[src/tcdp_pkg.sv]
package tcdp_pkg;

  // fixed field widths
  localparam int ENTRY_W = 5;
  localparam int WORD_W = 8;
  localparam int ACT_W = 16;
  localparam int SCALE_W = 16;
  localparam int TERM_W = ACT_W + 1;
  localparam int BSUM_W = 24;
  localparam int TOTAL_W = 64;
  localparam int IN_LANES = 4;
  localparam int MAX_LANES = 5;

  // request packing on the slave side
  localparam int ENTRY_LSB = 0;
  localparam int WORD_LSB = ENTRY_LSB + ENTRY_W;
  localparam int ACT_LSB = WORD_LSB + WORD_W;
  localparam int SCALE_LSB = ACT_LSB + IN_LANES * ACT_W;
  localparam int IN_BITS = SCALE_LSB + SCALE_W;
  localparam int IN_TDATA_W = ((IN_BITS + 7) / 8) * 8;
  localparam int IN_TUSER_W = 2;
  localparam int TUSER_FUNC = 0;
  localparam int TUSER_BLOCK_END = 1;

  // func codes
  localparam logic FUNC_LOAD = 1'b0;
  localparam logic FUNC_ACCUM = 1'b1;

  // stored base-3 digit codes, weight is digit minus one
  localparam logic [1:0] TRIT_NEG = 2'd0;
  localparam logic [1:0] TRIT_ZERO = 2'd1;
  localparam logic [1:0] TRIT_POS = 2'd2;

  localparam int BSUM_MAX = 8388607;
  localparam int BSUM_MIN = -8388608;

  // fp16 fields
  localparam int FP_MAN_W = 10;
  localparam int FP_EXP_W = 5;
  localparam logic [FP_EXP_W-1:0] FP_EXP_SPECIAL = 5'h1F;
  localparam logic [FP_EXP_W-1:0] FP_EXP_BIAS_SHIFT = 5'd13;
  localparam int SIG_W = FP_MAN_W + 1;
  localparam int PROD_W = BSUM_W + SIG_W;

  localparam logic signed [TOTAL_W-1:0] TOTAL_MAX = {1'b0, {(TOTAL_W-1){1'b1}}};
  localparam logic signed [TOTAL_W-1:0] TOTAL_MIN = {1'b1, {(TOTAL_W-1){1'b0}}};

  typedef enum logic [1:0] {
    CONTRIB_NONE,
    CONTRIB_ADD,
    CONTRIB_SET
  } contrib_op_t;

  typedef struct packed {
    logic                 valid;
    logic                 in_range;
    logic                 block_end;
    logic                 row_end;
    logic [SCALE_W-1:0]   scale;
  } grp_ctl_t;

  typedef struct packed {
    logic                      valid;
    logic                      finish;
    logic                      row_end;
    logic                      ovf;
    logic signed [BSUM_W-1:0]  bsum;
    logic [SCALE_W-1:0]        scale;
  } blk_t;

  typedef struct packed {
    logic                       valid;
    logic                       row_end;
    logic                       ovf;
    contrib_op_t                op;
    logic signed [TOTAL_W-1:0]  value;
  } contrib_t;

  // base-3 digits of a byte, lowest first; divide by 3 as (r * 171) >> 9
  function automatic logic [2*MAX_LANES-1:0] trit_digits(input logic [WORD_W-1:0] b);
    logic [WORD_W-1:0] r;
    logic [15:0]       p;
    logic [WORD_W-1:0] q;
    logic [WORD_W-1:0] d;
    logic [2*MAX_LANES-1:0] res;
    r = b;
    res = '0;
    for (int k = 0; k < MAX_LANES; k++) begin
      p = {8'd0, r} * 16'd171;
      q = {1'b0, p[15:9]};
      d = r - 8'(q * 8'd3);
      res[2*k +: 2] = d[1:0];
      r = q;
    end
    return res;
  endfunction

endpackage

[src/ternary_codebook_dot_product.sv]
// Ternary codebook dot product over a stream of groups.
// Slave channel s_axis_*: one request is either a codebook load (tuser func = 0),
// which stores the base-3 weights of table_word in the named entry, or a group
// (func = 1) of four Q4.12 activations weighted by a stored entry. tuser block_end
// closes a block: its sum is scaled by the fp16 scale_bits and added into a
// saturating Q39.24 row total. tlast closes the row and emits one result.
// Master channel m_axis_*: dot_total in tdata, overflow_flag in tuser.
// Throughput: one request per cycle while s_axis_tready is high. The path from an
// accepted request to the output register runs codebook read, lane weighting, block
// sum, scale multiply, alignment, total update.
// When the receiver stalls, requests keep flowing until a second row end
// reaches the total stage; only then is s_axis_tready dropped.
// Reset clears block sum, row total, the overflow flag and all valid bits;
// the codebook keeps its contents and must be loaded before use.
module ternary_codebook_dot_product #(
  parameter int CODEBOOK_ENTRIES = 32,
  parameter int LANES = 4
) (
  input  logic                                clk,
  input  logic                                rst,
  input  logic                                s_axis_tvalid,
  output logic                                s_axis_tready,
  // entry, table_word, act_lane0..act_lane3, scale_bits, zero fill
  input  logic [tcdp_pkg::IN_TDATA_W-1:0]     s_axis_tdata,
  // func, block_end
  input  logic [tcdp_pkg::IN_TUSER_W-1:0]     s_axis_tuser,
  input  logic                                s_axis_tlast,
  output logic                                m_axis_tvalid,
  input  logic                                m_axis_tready,
  // dot_total
  output logic [tcdp_pkg::TOTAL_W-1:0]        m_axis_tdata,
  // overflow_flag
  output logic [0:0]                          m_axis_tuser
);
  import tcdp_pkg::*;

  localparam int AW = $clog2(CODEBOOK_ENTRIES);
  localparam int WW = 2 * LANES;

  logic                  en;
  logic                  accept;
  logic                  func;
  logic [ENTRY_W-1:0]    entry;
  logic [WORD_W-1:0]     table_word;
  logic                  in_range;
  logic [AW-1:0]         addr;
  logic [2*MAX_LANES-1:0] digits_all;
  logic [WW-1:0]         weights;

  grp_ctl_t              s1_ctl;
  grp_ctl_t              s1_ctl_next;
  grp_ctl_t              s2_ctl;
  logic signed [ACT_W-1:0] s1_act [IN_LANES];
  logic signed [TERM_W-1:0] terms [LANES];
  blk_t                  blk;
  contrib_t              contrib;

  logic signed [TOTAL_W-1:0] row_total;
  logic                      sticky_overflow;
  logic signed [TOTAL_W:0]   sum_wide;
  logic signed [TOTAL_W-1:0] total_next;
  logic                      ovf_next;

  assign en = !(contrib.valid && contrib.row_end && m_axis_tvalid && !m_axis_tready);
  assign s_axis_tready = en;
  assign accept = s_axis_tvalid && en;

  assign func = s_axis_tuser[TUSER_FUNC];
  assign entry = s_axis_tdata[ENTRY_LSB +: ENTRY_W];
  assign table_word = s_axis_tdata[WORD_LSB +: WORD_W];
  assign in_range = 32'(entry) < CODEBOOK_ENTRIES;
  assign addr = AW'(entry);
  assign digits_all = trit_digits(table_word);

  tcdp_ram #(
    .WIDTH (WW),
    .DEPTH (CODEBOOK_ENTRIES)
  ) u_codebook (
    .clk   (clk),
    .we    (accept && func == FUNC_LOAD && in_range),
    .waddr (addr),
    .wdata (digits_all[WW-1:0]),
    .re    (accept && func == FUNC_ACCUM),
    .raddr (addr),
    .rdata (weights)
  );

  always_comb begin
    s1_ctl_next.valid = accept && func == FUNC_ACCUM;
    s1_ctl_next.in_range = in_range;
    s1_ctl_next.block_end = s_axis_tuser[TUSER_BLOCK_END];
    s1_ctl_next.row_end = s_axis_tlast;
    s1_ctl_next.scale = s_axis_tdata[SCALE_LSB +: SCALE_W];
  end

  always_ff @(posedge clk) begin
    if (rst) begin
      s1_ctl.valid <= 1'b0;
      s2_ctl.valid <= 1'b0;
    end else if (en) begin
      s1_ctl <= s1_ctl_next;
      s2_ctl <= s1_ctl;
    end
  end

  always_ff @(posedge clk) begin
    if (accept) begin
      for (int i = 0; i < IN_LANES; i++) begin
        s1_act[i] <= s_axis_tdata[ACT_LSB + i*ACT_W +: ACT_W];
      end
    end
  end

  for (genvar g = 0; g < LANES; g++) begin : g_lane
    if (g < IN_LANES) begin : g_act
      tcdp_lane u_lane (
        .clk      (clk),
        .en       (en),
        .in_range (s1_ctl.in_range),
        .digit    (weights[2*g +: 2]),
        .act      (s1_act[g]),
        .term     (terms[g])
      );
    end else begin : g_idle
      // lanes past the fourth have no activation field
      tcdp_lane u_lane (
        .clk      (clk),
        .en       (en),
        .in_range (s1_ctl.in_range),
        .digit    (weights[2*g +: 2]),
        .act      ('0),
        .term     (terms[g])
      );
    end
  end

  tcdp_merge #(
    .LANES (LANES)
  ) u_merge (
    .clk   (clk),
    .rst   (rst),
    .en    (en),
    .ctl   (s2_ctl),
    .terms (terms),
    .blk   (blk)
  );

  tcdp_scale u_scale (
    .clk     (clk),
    .rst     (rst),
    .en      (en),
    .blk     (blk),
    .contrib (contrib)
  );

  always_comb begin
    sum_wide = {row_total[TOTAL_W-1], row_total} + {contrib.value[TOTAL_W-1], contrib.value};
    total_next = row_total;
    ovf_next = sticky_overflow | contrib.ovf;
    unique case (contrib.op)
      CONTRIB_ADD: begin
        if (sum_wide[TOTAL_W] != sum_wide[TOTAL_W-1]) begin
          total_next = sum_wide[TOTAL_W] ? TOTAL_MIN : TOTAL_MAX;
          ovf_next = 1'b1;
        end else begin
          total_next = sum_wide[TOTAL_W-1:0];
        end
      end
      CONTRIB_SET: total_next = contrib.value;
      default:     total_next = row_total;
    endcase
  end

  always_ff @(posedge clk) begin
    if (rst) begin
      row_total <= '0;
      sticky_overflow <= 1'b0;
      m_axis_tvalid <= 1'b0;
    end else begin
      if (en && contrib.valid && contrib.row_end) begin
        m_axis_tvalid <= 1'b1;
        m_axis_tdata <= total_next;
        m_axis_tuser <= ovf_next;
        row_total <= '0;
        sticky_overflow <= 1'b0;
      end else begin
        if (m_axis_tvalid && m_axis_tready) begin
          m_axis_tvalid <= 1'b0;
        end
        if (en && contrib.valid) begin
          row_total <= total_next;
          sticky_overflow <= ovf_next;
        end
      end
    end
  end

endmodule

[src/tcdp_ram.sv]
module tcdp_ram #(
  parameter int WIDTH = 8,
  parameter int DEPTH = 32
) (
  input  logic                     clk,
  input  logic                     we,
  input  logic [$clog2(DEPTH)-1:0] waddr,
  input  logic [WIDTH-1:0]         wdata,
  input  logic                     re,
  input  logic [$clog2(DEPTH)-1:0] raddr,
  output logic [WIDTH-1:0]         rdata
);

  logic [WIDTH-1:0] mem [DEPTH];

  always_ff @(posedge clk) begin
    if (we) begin
      mem[waddr] <= wdata;
    end
    if (re) begin
      rdata <= mem[raddr];
    end
  end

endmodule

[src/tcdp_lane.sv]
module tcdp_lane (
  input  logic                              clk,
  input  logic                              en,
  input  logic                              in_range,
  input  logic [1:0]                        digit,
  input  logic signed [tcdp_pkg::ACT_W-1:0] act,
  output logic signed [tcdp_pkg::TERM_W-1:0] term
);
  import tcdp_pkg::*;

  logic signed [TERM_W-1:0] term_next;

  always_comb begin
    term_next = '0;
    if (in_range) begin
      unique case (digit)
        TRIT_NEG: term_next = -TERM_W'(act);
        TRIT_POS: term_next = TERM_W'(act);
        default:  term_next = '0;
      endcase
    end
  end

  always_ff @(posedge clk) begin
    if (en) begin
      term <= term_next;
    end
  end

endmodule

[src/tcdp_merge.sv]
module tcdp_merge #(
  parameter int LANES = 4
) (
  input  logic                                clk,
  input  logic                                rst,
  input  logic                                en,
  input  tcdp_pkg::grp_ctl_t                  ctl,
  input  logic signed [tcdp_pkg::TERM_W-1:0]  terms [LANES],
  output tcdp_pkg::blk_t                      blk
);
  import tcdp_pkg::*;

  localparam int GSUM_W = TERM_W + $clog2(LANES + 1);
  localparam int NB_W = ((GSUM_W > BSUM_W) ? GSUM_W : BSUM_W) + 1;
  localparam logic signed [NB_W-1:0] SAT_HI = NB_W'(BSUM_MAX);
  localparam logic signed [NB_W-1:0] SAT_LO = NB_W'(BSUM_MIN);

  logic signed [BSUM_W-1:0] bsum_acc;
  logic signed [BSUM_W-1:0] bs_new;
  logic signed [GSUM_W-1:0] gsum;
  logic signed [NB_W-1:0]   nb;
  logic                     sat;
  blk_t                     blk_next;

  always_comb begin
    gsum = '0;
    for (int i = 0; i < LANES; i++) begin
      gsum = gsum + GSUM_W'(terms[i]);
    end
    nb = NB_W'(bsum_acc) + NB_W'(gsum);
    sat = 1'b0;
    if (nb > SAT_HI) begin
      bs_new = BSUM_W'(SAT_HI);
      sat = 1'b1;
    end else if (nb < SAT_LO) begin
      bs_new = BSUM_W'(SAT_LO);
      sat = 1'b1;
    end else begin
      bs_new = BSUM_W'(nb);
    end
    blk_next.valid = ctl.valid;
    blk_next.finish = ctl.block_end;
    blk_next.row_end = ctl.row_end;
    blk_next.ovf = sat;
    blk_next.bsum = bs_new;
    blk_next.scale = ctl.scale;
  end

  always_ff @(posedge clk) begin
    if (rst) begin
      bsum_acc <= '0;
      blk.valid <= 1'b0;
    end else if (en) begin
      blk <= blk_next;
      if (ctl.valid) begin
        // the block sum always restarts after a block or a row
        bsum_acc <= (ctl.block_end || ctl.row_end) ? '0 : bs_new;
      end
    end
  end

endmodule

[src/tcdp_scale.sv]
module tcdp_scale (
  input  logic                clk,
  input  logic                rst,
  input  logic                en,
  input  tcdp_pkg::blk_t      blk,
  output tcdp_pkg::contrib_t  contrib
);
  import tcdp_pkg::*;

  // first stage: classify scale and multiply magnitudes
  logic                  sgn;
  logic [FP_EXP_W-1:0]   ex;
  logic [FP_MAN_W-1:0]   man;
  logic [SIG_W-1:0]      sig;
  logic [FP_EXP_W-1:0]   ex_eff;
  logic [BSUM_W-1:0]     mag;
  contrib_op_t           op_next;
  logic                  ovf_next;

  logic                  p_valid;
  logic                  p_row_end;
  logic                  p_ovf;
  contrib_op_t           p_op;
  logic                  p_neg;
  logic [FP_EXP_W-1:0]   p_exp;
  logic [PROD_W-1:0]     p_prod;

  // second stage: align to Q39.24 with rounding
  logic [TOTAL_W-1:0]    wide;
  logic [TOTAL_W-1:0]    shifted;
  logic [3:0]            rsh;
  logic [FP_EXP_W-1:0]   lsh;
  contrib_t              contrib_next;

  always_comb begin
    sgn = blk.scale[SCALE_W-1];
    ex = blk.scale[FP_MAN_W +: FP_EXP_W];
    man = blk.scale[FP_MAN_W-1:0];
    sig = (ex == '0) ? {1'b0, man} : {1'b1, man};
    ex_eff = (ex == '0) ? FP_EXP_W'(1) : ex;
    mag = blk.bsum[BSUM_W-1] ? BSUM_W'(-blk.bsum) : BSUM_W'(blk.bsum);
    ovf_next = blk.ovf;
    op_next = CONTRIB_NONE;
    if (blk.finish) begin
      if (ex == FP_EXP_SPECIAL) begin
        ovf_next = 1'b1;
        // infinity on a nonzero block sum forces the total, nan leaves it alone
        if (man == '0 && blk.bsum != '0) begin
          op_next = CONTRIB_SET;
        end
      end else if (!(ex == '0 && man == '0)) begin
        op_next = CONTRIB_ADD;
      end
    end
  end

  always_ff @(posedge clk) begin
    if (rst) begin
      p_valid <= 1'b0;
    end else if (en) begin
      p_valid <= blk.valid;
      p_row_end <= blk.row_end;
      p_ovf <= ovf_next;
      p_op <= op_next;
      p_neg <= sgn ^ blk.bsum[BSUM_W-1];
      p_exp <= ex_eff;
      p_prod <= PROD_W'(mag) * PROD_W'(sig);
    end
  end

  always_comb begin
    wide = TOTAL_W'(p_prod);
    lsh = p_exp - FP_EXP_BIAS_SHIFT;
    rsh = 4'(FP_EXP_BIAS_SHIFT - p_exp);
    if (p_exp >= FP_EXP_BIAS_SHIFT) begin
      shifted = wide << lsh;
    end else begin
      // round half away from zero on the magnitude
      shifted = (wide + (TOTAL_W'(1) << (rsh - 4'd1))) >> rsh;
    end
    contrib_next.valid = p_valid;
    contrib_next.row_end = p_row_end;
    contrib_next.ovf = p_ovf;
    contrib_next.op = p_op;
    if (p_op == CONTRIB_SET) begin
      contrib_next.value = p_neg ? TOTAL_MIN : TOTAL_MAX;
    end else begin
      contrib_next.value = p_neg ? -$signed(shifted) : $signed(shifted);
    end
  end

  always_ff @(posedge clk) begin
    if (rst) begin
      contrib.valid <= 1'b0;
    end else if (en) begin
      contrib <= contrib_next;
    end
  end

endmodule

[config.mk]
export PLATFORM = sky130hd
export DESIGN_NAME = ternary_codebook_dot_product
export DESIGN_NICKNAME = d
export VERILOG_FILES = /design/src/tcdp_pkg.sv /design/src/ternary_codebook_dot_product.sv /design/src/tcdp_ram.sv /design/src/tcdp_lane.sv /design/src/tcdp_merge.sv /design/src/tcdp_scale.sv
export SDC_FILE = /design/constraint.sdc
export NUM_CORES = 2
export LEC_CHECK = 0
export BUFFER_PORTS_ARGS = -buffer_cell sky130_fd_sc_hd__buf_2
export CORE_MARGIN = 3
export CORE_UTILIZATION = 46
export DETAILED_ROUTE_END_ITERATION = 8
export GPL_TIMING_DRIVEN = 0
export HOLD_SLACK_MARGIN = 0.12
export MAX_ROUTING_LAYER = met4
export PLACE_DENSITY_LB_ADDON = 0.12
export SYNTH_ARGS = -nofsm -noshare
export SYNTH_HDL_FRONTEND = slang
export SYNTH_SLANG_ARGS = --single-unit
[constraint.sdc]
create_clock -name clk -period 43.1 [get_ports clk]
set_input_delay 2.155 -clock clk [delete_from_list [all_inputs] [get_ports clk]]
set_output_delay 2.155 -clock clk [all_outputs]
set_load 0.1 [all_outputs]
Word level (Yosys, flattened, before mapping). Memories as Yosys holds them, arrays and structs flattened. A register that Yosys moved wholly into a read port is not among the register bits. Cells that the tools add are included.

Register bits: 420. Latch bits: 0. Memory bits (writable): 320. Bits in read-only memories: 0. Input bits: 103. Output and inout port bits: 67. Logic and storage cells: 142. Memories kept: 2.

Add/sub/neg operators: 19. Multipliers: 9. Div/mod/pow operators: 0. $lt $le $gt $ge: 3. Eq/ne operators: 9. Shift-type cells: 3. Multiplexer cells: 30. Bitwise logic cells: 5. Reduce and logical (&&, ||, !) cells: 26.

Memory list: u_codebook.mem (depth 32, width 8, rd ports 1, clocked after memory_dff 1, write ports 1, line tcdp_ram.sv:14) `logic [WIDTH-1:0] mem [DEPTH];`; s1_act (depth 4, width 16, rd ports 4, clocked after memory_dff 0, write ports 4, line ternary_codebook_dot_product.sv:53) `logic signed [ACT_W-1:0] s1_act [IN_LANES];`.

Operator list (count): $mux 64 (6); $pmux 17 s2 (4); $pmux 64 s2 (1); $mux 24 (4); $neg 16->17 (4); $add 64x64->65 (1); $add 35x64->64 (1); $neg 64->64 (1); $shl 1x4->64 const A (1); $shl 35x5->64 (1); $shr 64x4->64 (1); $mul 24x11->35 (1); $add 24x20->25 (1); $gt 25x24->1 const B (1); $lt 25x24->1 const B (1); $neg 24->24 (1); $reduce_bool 24->1 (1); $add 20x17->20 (1); $add 18x17->19 (1); $add 17x17->18 (1); $mul 8x8->16 const B (1); $mul 7x8->15 const B (1); $mul 6x8->14 const B (1); $mul 5x8->13 const B (1); 28 further kinds (66).

Depth between registers and ports, before layout.
Depth after elaboration: 9. Gate-level depth with buffers: 67. Gate-level depth less buffers: 67.

Modules after synthesis. A second synthesis with hierarchy kept.

Cell total of the unflattened synthesis: 5600. Area, all modules: 57242.4 µm².

Modules (own cells, without submodules): tcdp_scale (times used 1, cells each 2657, area each 21843.4 µm², sequential area each 3433.3 µm²); ternary_codebook_dot_product (times used 1, cells each 1626, area each 16064.2 µm², sequential area each 6316.1 µm²); tcdp_ram (times used 1, cells each 417, area each 10133.5 µm², sequential area each 7927.6 µm²); tcdp_merge (times used 1, cells each 544, area each 5317.6 µm², sequential area each 1791.7 µm²); tcdp_lane (times used 4, cells each 89, area each 970.9 µm², sequential area each 510.5 µm²).

Least setup slack after synthesis. Ideal clock, no wire load.

Path kind: in2reg. Start: in s_axis_tdata[8] (netlist bit). End: mem u_codebook.mem[0][7] (data pin). Library setup time: 0.387 ns. Arrival time: 15.995 ns. Setup slack: 26.718 ns. Stages: 64. Cells stage by stage: ha_1 -> ha_1 -> fa_1 -> ha_1 -> and3_1 -> a31o_2 -> a21o_1 -> a21o_1 -> a21o_1 -> a21oi_1 -> nor2b_1 -> o21a_1 -> o21a_1 -> o21a_1 -> o21ai_0 -> nand2b_1 -> a21oi_1 -> xnor2_1 -> [... 28 more ...] -> o21ai_0 -> xnor2_1 -> ha_1 -> inv_1 -> fa_1 -> inv_1 -> ha_1 -> ha_1 -> nor3b_1 -> o21ai_0 -> nand2b_1 -> a21oi_1 -> xnor2_1 -> ha_1 -> xor2_1 -> xnor2_1 -> xnor2_1 -> xnor2_1.

Cells in the longest elaborated chain, start to end: 6.

Ends and longest elaborated chain: start: declaration (line ternary_codebook_dot_product.sv:24) `input logic [tcdp_pkg::IN_TDATA_W-1:0] s_axis_tdata,`; $mul 8x8->16 * (line tcdp_pkg.sv:89) `p = {8'd0, r} * 16'd171;`; $mul 7x8->15 * (line tcdp_pkg.sv:89); $mul 6x8->14 * (line tcdp_pkg.sv:89); $mul 5x8->13 (line tcdp_pkg.sv:89); $mul 4x2->2 (line tcdp_pkg.sv:91) `d = r - 8'(q * 8'd3);`; $sub 2x2->2 * (line tcdp_pkg.sv:91); net digits_all[7] (line ternary_codebook_dot_product.sv:47) `logic [2*MAX_LANES-1:0] digits_all;`; end: declaration (line tcdp_ram.sv:14).

The timed path passes the listed nets; every way through them passes the cells marked *.

Worst setup path in the final report.
Start: in s_axis_tdata[8] (netlist bit). End: mem u_codebook.mem[13][7] (data pin).

The elaborated chain is that of the path after synthesis.

==> impl_metrics.json <==
{
  "status": "finished clean",
  "chipHeight_um": 355,
  "endpoint_kind": "register",
  "first_global_vias": 44028,
  "cp.arrival_ns": 17.18,
  "syn_area_um2": 56000,
  "die_area_um2": 126000,
  "vias_per_cell": 6.00,
  "postCtsSetupRepairBufs": 0,
  "place_congestion": 0.995,
  "critPathMaxStageDelay_ns": 0.69,
  "worst_slew_pin_slew_ns": 1.37,
  "route.detailed.drc": 0,
  "syn_to_final_growth_pct": 10.8,
  "reg2reg_from": "u_scale.p_exp[0]$_SDFFCE_PP1P_",
  "synthCells": 5501,
  "relSlewSlack_pct": 7.54,
  "grt_setup_unrepaired": "false",
  "clk_pin_slew_ns": 0.07,
  "fin_crit_ns": 16.65,
  "postCtsHoldBufs": 0,
  "fin_util_pct": 51.5,
  "min_to": "u_merge.blk[0]$_DFFE_PP_",
  "grt_use_met3_pct": 3.77,
  "rrSetupSlack_ns": 32.41,
  "synth_edf_count": 653,
  "ios": 170,
  "cap_violations": 0,
  "maxSlewViolCount": 0,
  "dpl.cell_count": 7296,
  "critPathLaunchType": "input pin",
  "fill_cells": 11120,
  "drtPass1Iterations": 9,
  "numPortBuffers": 165,
  "cts_tree": "built",
  "path_max_fanout": 17,
  "floorplan.die.width_um": 355,
  "synth.ff_latch_count": 748,
  "initial_core_util_pct": 46.5,
  "crit_slowest_cell": "xnor2_2",
  "clock_latency_ns": 0.71,
  "final-hold-violation-count": 0,
  "row_count": 127,
  "synth_top_cell_by_area": "edfxtp_1",
  "cts_resized": 0,
  "antenna_found_initial": 5,
  "ys_warn_count": 0,
  "grt_pass1_wl_um": 274000,
  "cpMostUsedCell": "ha_1",
  "grt_use_met1_pct": 38.1,
  "skew_ns": 0.0625,
  "drtIter0Drc": 3794,
  "reg2reg_to": "u_scale.contrib[48]$_DFFE_PP_",
  "rr_worst_depth": 27,
  "fmax_mhz": 60.0,
  "fin_nets": 6474,
  "synth_flop_cell": "edfxtp_1",
  "ys_seq_area_share_pct": 38.4,
  "hold_start": "s2_ctl[0]$_DFFE_PP_",
  "routedWlPerCell_um": 24.4,
  "use_met2_pct": 47.5,
  "grt_util_all_layers_pct": 29.3,
  "cts_sinks": 748,
  "overflow": 0,
  "fin_crit_sh_pct": 38.6,
  "async_flop_share_pct": 0,
  "fin_cells": 7451,
  "drive_gt1_share_pct": 9.25,
  "critPathRequiredTime_ns": 43.62,
  "busiest_layer": "met2",
  "drt-total-wl_um": 182000,
  "path_buf_inv": 6,
  "synth_top_area_share_pct": 35.0,
  "vias": 44676,
  "root_buffer": "clkbuf_16",
  "hp-class": "reg2reg",
  "numCtsBuffers": 83,
  "seq_area_um2": 21500,
  "grt_max_degree": 53,
  "path_delay_family": "adder cells",
  "crit_type": "in2reg",
  "core_um2": 120000,
  "clock_path_buffers": 3,
  "htreeDepth": 3,
  "netlist_top_cells_area": "edfxtp_1 35%, fa_1 8.9%, ha_1 7.8%",
  "multiInputGateArea_um2": 32000,
  "finalSetupTns_ns": 0,
  "syn_area_per_cell_um2": 10.2,
  "ant_nets": 0,
  "synthDistinctLibCells": 116,
  "hold_depth": 0,
  "setup_violations": 0,
  "hpwlAfterDp_um": 141000,
  "synth_fp_nets": 6205
}
==> cells in the mapped netlist (75+ instances only) <==
cell type / count
dfxtp_1: 95
xor2_1: 75
and2_1: 148
fa_1: 250
nor3_1: 77
nor2_1: 426
xnor2_1: 180
mux4_2: 95
inv_1: 365
a21oi_1: 351
nand2_1: 543
clkbuf_1: 236
ha_1: 351
o21ai_0: 308
mux2i_1: 75
nand3_1: 80
a21o_1: 112
edfxtp_1: 653
==> stage by stage <==
stage | setup WS, ns | cell area (um^2) | hold slack [ns]
global route | 25.25 | 62100 | 0.413
CTS | 26.33 | 62100 | 0.401
global placement | 24.46 | 58900 | 0.401
finish | 26.45 | 62100 | 0.404
floorplan | 26.72 | 56000 | 0.400
detailed placement | 25.72 | 59200 | 0.405
==> how the worst max path moves through the flow <==
stage / from / to / slack, ns / depth (start not counted)
finish: s_axis_tdata[8] / u_codebook.mem[13][7]$_DFFE_PP_ / 26.45 / 66
floorplan: s_axis_tdata[8] / u_codebook.mem[0][7]$_DFFE_PP_ / 26.72 / 64
detailed placement: s_axis_tdata[8] / u_codebook.mem[13][7]$_DFFE_PP_ / 25.72 / 67
CTS: s_axis_tdata[8] / u_codebook.mem[13][7]$_DFFE_PP_ / 26.33 / 66
global route: s_axis_tdata[8] / u_codebook.mem[13][7]$_DFFE_PP_ / 25.25 / 66
global placement: s_axis_tdata[8] / u_codebook.mem[13][7]$_DFFE_PP_ / 24.46 / 65
==> routing by layer <==
layer	up-vias	part of all wire [%]
li1	20641	-
met1	22205	43
met2	1507	48
met3	323	5.4
met4	0	3.9
met5	-	0
==> flip-flops by register name (all words and copies together) (netlist names) <==
register	cells
u_scale.p_valid	1
u_scale.contrib	69
m_axis_tvalid	1
s1_ctl	19
s2_ctl	19
u_scale.p_row_end	1
u_scale.p_ovf	1
u_scale.p_neg	1
u_codebook.mem	256
m_axis_tuser	1
sticky_overflow	1
u_scale.p_op	2
u_merge.bsum_acc	24
g_lane.g_act.u_lane.term	68
u_scale.p_prod	35
u_merge.blk	44
u_codebook.rdata	8
row_total	64
s1_act	64
u_scale.p_exp	5
m_axis_tdata	64
==> area by class of cell <==
type / instances / share of cell area (%)
multi-input cells: 4094 / 51.6
flip-flops and latches: 748 / 34.7
clock buffers: 116 / 3.71
well taps: 1612 / 3.25
inverters: 367 / 2.22
plain buffers: 292 / 1.92
repair buffers: 184 / 1.82
clock inverters: 36 / 0.841
diodes: 2 / 0.00806
==> layout by cell type (no fill, tap or decap), types with 112 or more instances in the layout <==
master    count
ha_1        351
and2_1      148
a21o_1      112
inv_1       364
a21oi_1     351
nor2_1      425
fa_1        250
o21ai_0     308
buf_2       189
xnor2_1     176
nand2_1     543
clkbuf_1    261
edfxtp_1    653
==> cell families (layout without fill, tap and decap cells) <==
logic type,Yosys count,in the layout,synth area share (%)
AOI/OAI and AO/OA,1357,1357,16.1
xor gates and xnor gates,255,255,3.99
adders and majority gates,609,609,16.9
buffers and inverters,659,995,4.59
DFF,748,748,38.4
muxes,186,186,5.50
other,0,2,0
and+or+nand+nor,1687,1687,14.6
==> worst register-to-register path, delay by kind of cell (launching register included) <==
kind | cells | cell delay [ns]
simple gates | 8 | 2.93
buf+inv | 7 | 2.50
xor+xnor | 1 | 0.53
flops | 1 | 0.65
compound gates | 9 | 3.12
fa+ha+maj | 2 | 0.68
Power is left out: the tool's default activity adds up to more than one toggle a clock period on the data nets, which glitch-free logic cannot reach.
